==> src/sv/fbg_pkg.sv <==
// Shared types and constants of the forbidden tuple grounder.
package fbg_pkg;

	localparam int NUM_PARAMS      = 8;
	localparam int MAX_CONSTRAINTS = 32;
	localparam int VAL_W           = 5;
	localparam int POS_W           = $clog2(NUM_PARAMS);
	localparam int ADDR_W          = $clog2(MAX_CONSTRAINTS);
	localparam int CNT_W           = $clog2(MAX_CONSTRAINTS + 1);
	localparam int MAXV_W          = 32;
	localparam int NUM_REG_W       = 6;
	localparam int NIB_W           = 4;

	localparam logic [VAL_W-1:0] UNBOUND = 5'h1F;

	typedef logic [VAL_W-1:0] val_t;
	typedef val_t [NUM_PARAMS-1:0] case_t;

	typedef enum logic [1:0] {
		MODE_WRITE  = 2'd0,
		MODE_CHECK  = 2'd1,
		MODE_GROUND = 2'd2
	} mode_t;

	typedef enum logic {
		REG_MAX_VALUES      = 1'b0,
		REG_NUM_CONSTRAINTS = 1'b1
	} reg_idx_t;

	typedef enum logic [1:0] {
		S_IDLE,
		S_SCAN,
		S_TRY,
		S_DONE
	} state_t;

	typedef struct packed {
		logic              wr_en;
		logic              rd_en;
		logic [ADDR_W-1:0] addr;
		case_t             wdata;
	} mem_req_t;

	typedef struct packed {
		logic  flag;
		case_t vals;
	} res_t;

endpackage

==> src/sv/fbg_table.sv <==
// Constraint table memory: one write or one registered read per cycle.
module fbg_table (
	input  logic             clk,
	input  fbg_pkg::mem_req_t req,
	output fbg_pkg::case_t   rd_data
);
	import fbg_pkg::*;

	case_t mem_q [MAX_CONSTRAINTS];
	case_t rd_data_q;

	always_ff @(posedge clk) begin
		if (req.wr_en) begin
			mem_q[req.addr] <= req.wdata;
		end
		if (req.rd_en) begin
			rd_data_q <= mem_q[req.addr];
		end
	end

	assign rd_data = rd_data_q;

endmodule

==> src/sv/fbg_match.sv <==
// Compare unit: does one table entry forbid the test case.
module fbg_match (
	input  fbg_pkg::case_t entry,
	input  fbg_pkg::case_t tcase,
	output logic           hit
);
	import fbg_pkg::*;

	always_comb begin
		hit = 1'b1;
		for (int p = 0; p < NUM_PARAMS; p++) begin
			// don't-care skips; an unbound case value can only equal an unbound entry value
			if (entry[p] != UNBOUND && entry[p] != tcase[p]) begin
				hit = 1'b0;
			end
		end
	end

endmodule

==> src/sv/fbg_ctrl.sv <==
// Sequencer: table scan and depth-first ground search around the shared compare unit.
module fbg_ctrl (
	input  logic                                clk,
	input  logic                                arst_n,
	input  logic                                in_valid,
	input  logic [1:0]                          in_mode,
	input  logic [fbg_pkg::ADDR_W-1:0]          in_slot,
	input  fbg_pkg::case_t                      in_case,
	input  logic [fbg_pkg::MAXV_W-1:0]          max_values,
	input  logic [fbg_pkg::CNT_W-1:0]           num_used,
	input  fbg_pkg::case_t                      rd_data,
	input  logic                                out_free,
	output logic                                in_ready,
	output fbg_pkg::mem_req_t                   mem_req,
	output logic                                res_valid,
	output fbg_pkg::res_t                       res
);
	import fbg_pkg::*;

	state_t                  state_q, state_d;
	logic [1:0]              mode_q;
	case_t                   in_q;
	case_t                   work_q;
	logic [NUM_PARAMS-1:0]   ub_q;
	logic [POS_W-1:0]        pos_q;
	logic [CNT_W-1:0]        idx_q;
	logic                    pend_q;
	logic                    flag_q;
	logic                    use_work_q;

	logic                    match_hit;
	logic                    hit_s;
	logic                    scan_end;
	logic [NIB_W-1:0]        mx;
	val_t                    cand;
	logic                    over;
	logic [NUM_PARAMS-1:0]   ub_in;
	logic                    first_ok, nxt_ok, prv_ok;
	logic [POS_W-1:0]        first_pos, nxt_pos, prv_pos;
	logic                    accept;

	fbg_match u_match (
		.entry (rd_data),
		.tcase (work_q),
		.hit   (match_hit)
	);

	assign accept   = (state_q == S_IDLE) && in_valid;
	assign hit_s    = pend_q && match_hit;
	assign scan_end = hit_s || (idx_q >= num_used);
	assign mx       = max_values[{pos_q, 2'b00} +: NIB_W];
	assign cand     = (work_q[pos_q] == UNBOUND) ? '0 : work_q[pos_q] + 5'd1;
	assign over     = cand > {1'b0, mx};

	// position search over the unbound mask
	always_comb begin
		first_ok  = 1'b0;
		first_pos = '0;
		nxt_ok    = 1'b0;
		nxt_pos   = '0;
		prv_ok    = 1'b0;
		prv_pos   = '0;
		for (int p = 0; p < NUM_PARAMS; p++) begin
			ub_in[p] = (in_case[p] == UNBOUND);
		end
		for (int p = NUM_PARAMS - 1; p >= 0; p--) begin
			if (ub_in[p]) begin
				first_ok  = 1'b1;
				first_pos = POS_W'(p);
			end
			if (ub_q[p] && POS_W'(p) > pos_q) begin
				nxt_ok  = 1'b1;
				nxt_pos = POS_W'(p);
			end
		end
		for (int p = 0; p < NUM_PARAMS; p++) begin
			if (ub_q[p] && POS_W'(p) < pos_q) begin
				prv_ok  = 1'b1;
				prv_pos = POS_W'(p);
			end
		end
	end

	// next state
	always_comb begin
		state_d = state_q;
		case (state_q)
			S_IDLE: begin
				if (in_valid) begin
					case (in_mode)
						MODE_CHECK:  state_d = S_SCAN;
						MODE_GROUND: state_d = first_ok ? S_TRY : S_DONE;
						default:     state_d = S_DONE;
					endcase
				end
			end
			S_SCAN: begin
				if (scan_end) begin
					if (mode_q == MODE_CHECK) begin
						state_d = S_DONE;
					end else if (hit_s || nxt_ok) begin
						state_d = S_TRY;
					end else begin
						state_d = S_DONE;
					end
				end
			end
			S_TRY: begin
				if (!over) begin
					state_d = S_SCAN;
				end else if (!prv_ok) begin
					state_d = S_DONE;
				end
			end
			S_DONE: begin
				if (out_free) begin
					state_d = S_IDLE;
				end
			end
			default: state_d = S_IDLE;
		endcase
	end

	// outputs
	always_comb begin
		in_ready      = (state_q == S_IDLE);
		res_valid     = (state_q == S_DONE);
		res.flag      = flag_q;
		res.vals      = use_work_q ? work_q : in_q;
		mem_req.wr_en = accept && (in_mode == MODE_WRITE);
		mem_req.rd_en = (state_q == S_SCAN) && !scan_end;
		mem_req.addr  = mem_req.wr_en ? in_slot : idx_q[ADDR_W-1:0];
		mem_req.wdata = in_case;
	end

	always_ff @(posedge clk or negedge arst_n) begin
		if (!arst_n) begin
			state_q <= S_IDLE;
			pend_q  <= 1'b0;
		end else begin
			state_q <= state_d;
			if (accept || state_q == S_TRY) begin
				pend_q <= 1'b0;
			end else if (state_q == S_SCAN) begin
				pend_q <= !scan_end;
			end
		end
	end

	always_ff @(posedge clk) begin
		case (state_q)
			S_IDLE: begin
				if (in_valid) begin
					mode_q     <= in_mode;
					in_q       <= in_case;
					work_q     <= in_case;
					ub_q       <= ub_in;
					pos_q      <= first_pos;
					idx_q      <= '0;
					flag_q     <= (in_mode == MODE_GROUND);
					use_work_q <= 1'b0;
				end
			end
			S_SCAN: begin
				if (!scan_end) begin
					idx_q <= idx_q + CNT_W'(1);
				end else if (mode_q == MODE_CHECK) begin
					flag_q <= hit_s;
				end else if (!hit_s) begin
					if (nxt_ok) begin
						pos_q <= nxt_pos;
					end else begin
						flag_q     <= 1'b1;
						use_work_q <= 1'b1;
					end
				end
			end
			S_TRY: begin
				idx_q <= '0;
				if (over) begin
					work_q[pos_q] <= UNBOUND;
					if (prv_ok) begin
						pos_q <= prv_pos;
					end else begin
						flag_q     <= 1'b0;
						use_work_q <= 1'b0;
					end
				end else begin
					work_q[pos_q] <= cand;
				end
			end
			default: begin
			end
		endcase
	end

endmodule

==> src/sv/forbidden_tuple_backtracking_grounder.sv <==
// Top level of the forbidden tuple grounder: config registers, table, sequencer, output register.
//
// Usage:
//   s_axis carries one item per transaction: tuser is the mode (write entry,
//   check, ground), tdata the slot and eight 5-bit values (-1 is unbound or
//   don't care). m_axis returns one result per item: tuser is the flag,
//   tdata the eight resulting values.
//   Registers are written on cfg_we: index 0 holds eight 4-bit highest
//   values, index 1 the count of table entries in use. Write them only
//   while no item is in flight.
// Timing:
//   A write item goes from idle straight to its result. A check scans the n
//   entries in use (capped at 32) and stops early when an entry hits:
//   the table memory gives one entry a cycle to the single compare unit.
//   A ground item tries one value at a time, each trial followed by a scan
//   of the entries in use, and backtracks one unbound position at a time, so
//   its length depends on how much the search backtracks.
//   One item is worked on at a time; s_axis_tready is high only while idle.
// Reset and stall:
//   arst_n clears the sequencer and output valid and sets the registers to
//   all-ones maxima and zero entries in use; the table is not cleared.
//   A finished result waits in the output register; the next item is taken
//   meanwhile, and its own result holds in the sequencer until the
//   register frees.
module forbidden_tuple_backtracking_grounder (
	input  logic        clk,
	input  logic        arst_n,
	input  logic        s_axis_tvalid,
	output logic        s_axis_tready,
	input  logic [47:0] s_axis_tdata,  // slot[4:0], value_0..value_7 [44:5], zero pad
	input  logic [1:0]  s_axis_tuser,  // mode[1:0]
	output logic        m_axis_tvalid,
	input  logic        m_axis_tready,
	output logic [39:0] m_axis_tdata,  // out_0..out_7, 5 bits each from bit 0
	output logic        m_axis_tuser,  // flag
	input  logic        cfg_we,
	input  logic        cfg_index,
	input  logic [31:0] cfg_data
);
	import fbg_pkg::*;

	localparam int CASE_W = NUM_PARAMS * VAL_W;

	logic [MAXV_W-1:0]    max_values_q;
	logic [NUM_REG_W-1:0] num_constraints_q;
	logic [CNT_W-1:0]     num_used;
	mem_req_t             mem_req;
	case_t                rd_data;
	logic                 res_valid;
	res_t                 res;
	logic                 out_valid_q;
	res_t                 out_q;
	logic                 out_free;

	// config writes; counts above the table size use the whole table
	always_ff @(posedge clk or negedge arst_n) begin
		if (!arst_n) begin
			max_values_q      <= '1;
			num_constraints_q <= '0;
		end else if (cfg_we) begin
			case (cfg_index)
				REG_MAX_VALUES:      max_values_q      <= cfg_data;
				REG_NUM_CONSTRAINTS: num_constraints_q <= cfg_data[NUM_REG_W-1:0];
				default: begin
				end
			endcase
		end
	end

	assign num_used = (num_constraints_q > NUM_REG_W'(MAX_CONSTRAINTS)) ?
		CNT_W'(MAX_CONSTRAINTS) : CNT_W'(num_constraints_q);

	fbg_table u_table (
		.clk     (clk),
		.req     (mem_req),
		.rd_data (rd_data)
	);

	fbg_ctrl u_ctrl (
		.clk        (clk),
		.arst_n     (arst_n),
		.in_valid   (s_axis_tvalid),
		.in_mode    (s_axis_tuser),
		.in_slot    (s_axis_tdata[ADDR_W-1:0]),
		.in_case    (s_axis_tdata[ADDR_W +: CASE_W]),
		.max_values (max_values_q),
		.num_used   (num_used),
		.rd_data    (rd_data),
		.out_free   (out_free),
		.in_ready   (s_axis_tready),
		.mem_req    (mem_req),
		.res_valid  (res_valid),
		.res        (res)
	);

	// output register: load when empty or being drained
	assign out_free = !out_valid_q || m_axis_tready;

	always_ff @(posedge clk or negedge arst_n) begin
		if (!arst_n) begin
			out_valid_q <= 1'b0;
		end else if (out_free) begin
			out_valid_q <= res_valid;
		end
	end

	always_ff @(posedge clk) begin
		if (out_free && res_valid) begin
			out_q <= res;
		end
	end

	assign m_axis_tvalid = out_valid_q;
	assign m_axis_tdata  = out_q.vals;
	assign m_axis_tuser  = out_q.flag;

endmodule

==> config.mk <==
export PLATFORM = sky130hd
export DESIGN_NAME = forbidden_tuple_backtracking_grounder
export DESIGN_NICKNAME = d
export VERILOG_FILES = /design/src/sv/fbg_pkg.sv /design/src/sv/fbg_table.sv /design/src/sv/fbg_match.sv /design/src/sv/fbg_ctrl.sv /design/src/sv/forbidden_tuple_backtracking_grounder.sv
export SDC_FILE = /design/constraint.sdc
export NUM_CORES = 2
export LEC_CHECK = 0
export BUFFER_PORTS_ARGS = -buffer_cell sky130_fd_sc_hd__buf_2
export CAP_MARGIN = 25
export CORE_UTILIZATION = 40
export CTS_CLUSTER_SIZE = 40
export DETAILED_ROUTE_END_ITERATION = 6
export GPL_TIMING_DRIVEN = 0
export SLEW_MARGIN = 20
export SYNTH_ARGS = -nofsm -noshare
export SYNTH_HDL_FRONTEND = slang
export SYNTH_SLANG_ARGS = --single-unit
export TNS_END_PERCENT = 1
==> constraint.sdc <==
create_clock -name clk -period 5.5 [get_ports clk]
set_input_delay 0.275 -clock clk [delete_from_list [all_inputs] [get_ports clk]]
set_output_delay 0.275 -clock clk [all_outputs]
set_load 0.01 [all_outputs]
==> flow_metrics.tcl <==
set metrics [dict create \
    clock-skew-final_ns 0.0263 \
    critical_path.max_stage_delay_ns 0.47 \
    timing.hold.worst.start "cfg_we" \
    failed_checks "design-rule violations" \
    layout_commonest_cell "sky130_fd_sc_hd__edfxtp_1" \
    number_of_hold_violations_in_the_final_report 0 \
    max-slew-margin-rel_pct 23.9 \
    post_dr_vias_cell 6.01 \
    synth_seq_area_share_pct 76.1 \
    critical_path.top_delay_family "buffers and inverters" \
    globalRouteOverflowTotal 0 \
    report.final.setup_viol 0 \
    commonest_cells_after_routing_fill_and_taps_aside "sky130_fd_sc_hd__edfxtp_1, sky130_fd_sc_hd__mux4_2, sky130_fd_sc_hd__buf_2" \
    postSynthRegisterBits 1504 \
    place_hpwl_um 122000 \
    nNetsFinal 3385 \
    die_height_um 386 \
    rsz0062_at_grt "no" \
    detail_route.wirelength_um 180000 \
    yosysUniqueCellTypes 60 \
    worstReg2RegStart "u_ctrl.pos_q[1]" \
    crit_required_ns 5.94 \
    max_slew.worst_pin.slew_ns 1.14 \
    clk_network_pwr_share_pct 28.2 \
    clk-insertion-delay-late_ns 0.80 \
    setup.reg_to_reg.worst_slack_ns 0.27 \
    vdd_ir_drop_max_v 0.000380 \
    synth_top_family_by_area "multiplexers" \
    power_density_nw_per_um2 523 \
    post_cts.repair.setup_buffers 0 \
    worst_r2r_dst "u_ctrl.work_q[11]" \
    maxCapViolations 0 \
    crit_buf_inv 5 \
    drtAntennaViolNets 0 \
    totalNegativeSetupSlack_ns 0 \
    min_path_cells 3 \
    worstSetupStartpointType "flip-flop" \
    timing.final.crit_share_pct 95.1 \
    switching_share_pct 34.1 \
    seq_power_share_pct 39.1 \
    ys_async_sr_fraction_pct 2.79 \
    firstDrtPassIters 7 \
    gp_routability_congestion 0.971 \
    layout_setup_ws_ns 0.271 \
    cts-buffers-inserted 155 \
    synth_xor_area_share_pct 0.637 \
    detailroute.via_count 32000 \
    postSynthAreaPerCell_um2 20.7 \
    clock-sinks 1504 \
    post-route-cell-area_um2 70000 \
    maxSlewViolCount 0 \
    die-area_um2 149000 \
    syn-num-nets 2959 \
    post_drt_wl_per_cell_um 33.8 \
    initial_core_util_pct 40.4 \
    io_buffer_count 127 \
    global_route.usage.total_pct 24.4 \
    synth_area_um2 59100 \
    clock.fmax_mhz 191 \
    worst_r2r_path_depth 15 \
    synthesized_area_fraction_occupied_by_ao_oa_aoi_and_oai_cells_pct 3.56 \
    most_used_dff_post_synth "sky130_fd_sc_hd__edfxtp_1" \
    floorplan.rows 140 \
    die_width_um 386 \
    boundaryPins 131 \
    remaining_drc_errors 1 \
    worst_path_max_delay_cell "sky130_fd_sc_hd__a21oi_1" \
    cts_root_buf "sky130_fd_sc_hd__clkbuf_16" \
    run_status "complete, but fails checks" \
    tritoncts "yes" \
    critPathKind "reg -> reg" \
    cts_htree_levels 4 \
    final_min_period_ns 5.23 \
    place_worst_setup_slack_ns -0.817 \
    cellInternalPower_w 0.0241 \
    grt_pass1_wl_um 250000 \
    muxShareOfSynthArea_pct 14.9 \
    critical_path_arrival_ns 5.66 \
    post_synth_inst_count 2850 \
    cp_cell_sequence "buf_2 > clkbuf_2 > buf_2 > mux4_2 > mux2_2 > ha_1 > nor2_1 > ha_1 > nand4_1 > o21ai_0 > nand2b_1 > clkbuf_1 > clkbuf_2 > nor2_4 > a21oi_1" \
    synth_fa_ha_area_share_pct 0.445 \
    layout-drive-gt1-share_pct 30.4 \
    clkTransAtPathRegs_ns 0.06 \
    p_leak_nw 22.5 \
    class_of_the_worst_hold_path "in -> reg" \
    synth_warnings 0 \
    yosys.area_share.simple_pct 2.79 \
    worstSetupEndpointType "flip-flop" \
    holdPathEnd "num_constraints_q[3]" \
    fin_worst_hold_slack_ns 0.0456 \
    critical_path_peak_fanout 19 \
    number_of_synthesized_flops_with_an_enable_pin 1462 \
    grt_pass1_vias 31600 \
    core-area_um2 146000 \
    drt_first_iter_violations 4451 \
    placed_cell_area_um2 64600 \
    clk_path_buf_depth 3 \
    p_comb_share_pct 32.7 \
    p_sw_w 0.0125 \
    areaGrowthSynthToFinish_pct 18.5 \
    antenna_violations_before_repair 13 \
    grt_start_max_net_pins 48 \
]
==> per-stage QoR <==
step,utilization (%),cells,power (W)
finish,47.9,5320,0.0366
global route,47.9,5316,0.0378
CTS,47.9,5315,0.0367
detailed placement,44.2,4994,0.0263
global placement,42.5,4894,0.0260
floorplan,-,2850,0.0215
==> per-layer routing <==
layer | wire (um) | up-vias | GRT usage [%] | share of wire [%]
met5 | 54 | - | 0 | 0.030
li1 | - | 12700 | - | -
met1 | 72900 | 17000 | 34.5 | 41
met2 | 82000 | 1848 | 36.9 | 46
met4 | 6580 | 8 | 8.76 | 3.7
met3 | 18400 | 327 | 5.55 | 10
==> worst min-delay path, cell delays in order <==
cell and delay [ns]:
sky130_fd_sc_hd__buf_2 0.10, sky130_fd_sc_hd__nand2_1 0.22, sky130_fd_sc_hd__mux2_2 0.20
==> flip-flops by register name, summed over array words and instances, names as in the netlist, 2 cells and up <==
register / flops
u_ctrl.in_q: 40
u_ctrl.pos_q: 3
u_ctrl.mode_q: 2
u_table.rd_data: 40
m_axis_tdata: 40
u_ctrl.work_q: 40
max_values_q: 32
u_ctrl.state_q: 2
u_ctrl.idx_q: 6
u_ctrl.ub_q: 8
u_table.mem_q: 1280
num_constraints_q: 6
==> cell usage after synthesis, drive strengths merged (8+ instances only) <==
cell type / number / area share, %
a22oi: 103 / 1.3
nand3: 29 / 0.27
xnor2: 30 / 0.44
inv: 41 / 0.26
a211oi: 11 / 0.14
o21ai: 39 / 0.33
edfxtp: 1462 / 74
or4: 9 / 0.11
o2bb2ai: 10 / 0.15
nand2: 103 / 0.65
nor3: 25 / 0.22
ha: 21 / 0.44
mux4: 338 / 13
a21o: 14 / 0.18
nand4: 38 / 0.40
dfstp: 32 / 1.4
or2: 8 / 0.085
clkbuf: 61 / 0.43
o211ai: 10 / 0.13
nand2b: 16 / 0.17
dfrtp: 10 / 0.42
xor2: 13 / 0.19
nor2: 80 / 0.51
a21oi: 72 / 0.61
buf: 82 / 0.86
mux2i: 23 / 0.41
nor2b: 10 / 0.11
mux2: 82 / 1.6
==> layout make-up <==
class | instances | area, um2
diodes | 4 | 10.0
plain buffers | 142 | 774
clock buffers | 199 | 4170
clock inverters | 81 | 729
fillers | 12000 | 76100
inverters | 43 | 161
multi-input cells | 1160 | 13500
flip-flops and latches | 1504 | 45000
well taps | 1917 | 2400
repair buffers | 270 | 3290
==> cells by family after synthesis <==
group,Yosys count
mux,443
buf+inv,186
xor+xnor,43
simple gates,341
compound gates,312
fa+ha+maj,21
flops,1504
==> power groups by stage <==
stage                     Clock, W  Combinational, W  Sequential [W]
after detailed placement         0            0.0118          0.0145
after CTS                   0.0105            0.0119          0.0143
after floorplan                  0           0.00723          0.0143
final                       0.0103            0.0120          0.0143
after global placement           0            0.0115          0.0146
after global routing        0.0109            0.0125          0.0144
==> repair_timing <==
| action | in CTS | in global routing |
|---|---|---|
| setup endpoints to repair | 80 | 71 |
| endpoints found under the hold margin | 89 | 0 |
| gates resized for setup | 12 | 1 |
| hold buffers | 41 | 0 |
==> worst max-delay path by stage <==
stage	start	to	slack [ns]	cells past startpoint
3_5_place_dp	u_ctrl.pos_q[1]	u_ctrl.work_q[39]	-0.82	16
4_1_cts	u_ctrl.pos_q[1]	u_ctrl.work_q[11]	0.09	16
2_1_floorplan	u_ctrl.state_q[0]	u_table.mem_q[11][0]	0.32	7
6_report	u_ctrl.pos_q[1]	u_ctrl.work_q[11]	0.27	15
3_3_place_gp	u_ctrl.state_q[0]	u_table.mem_q[19][33]	-4.40	7
5_1_grt	u_ctrl.pos_q[1]	u_ctrl.work_q[0]	0.09	15
Power figures use the tool's default switching activity.
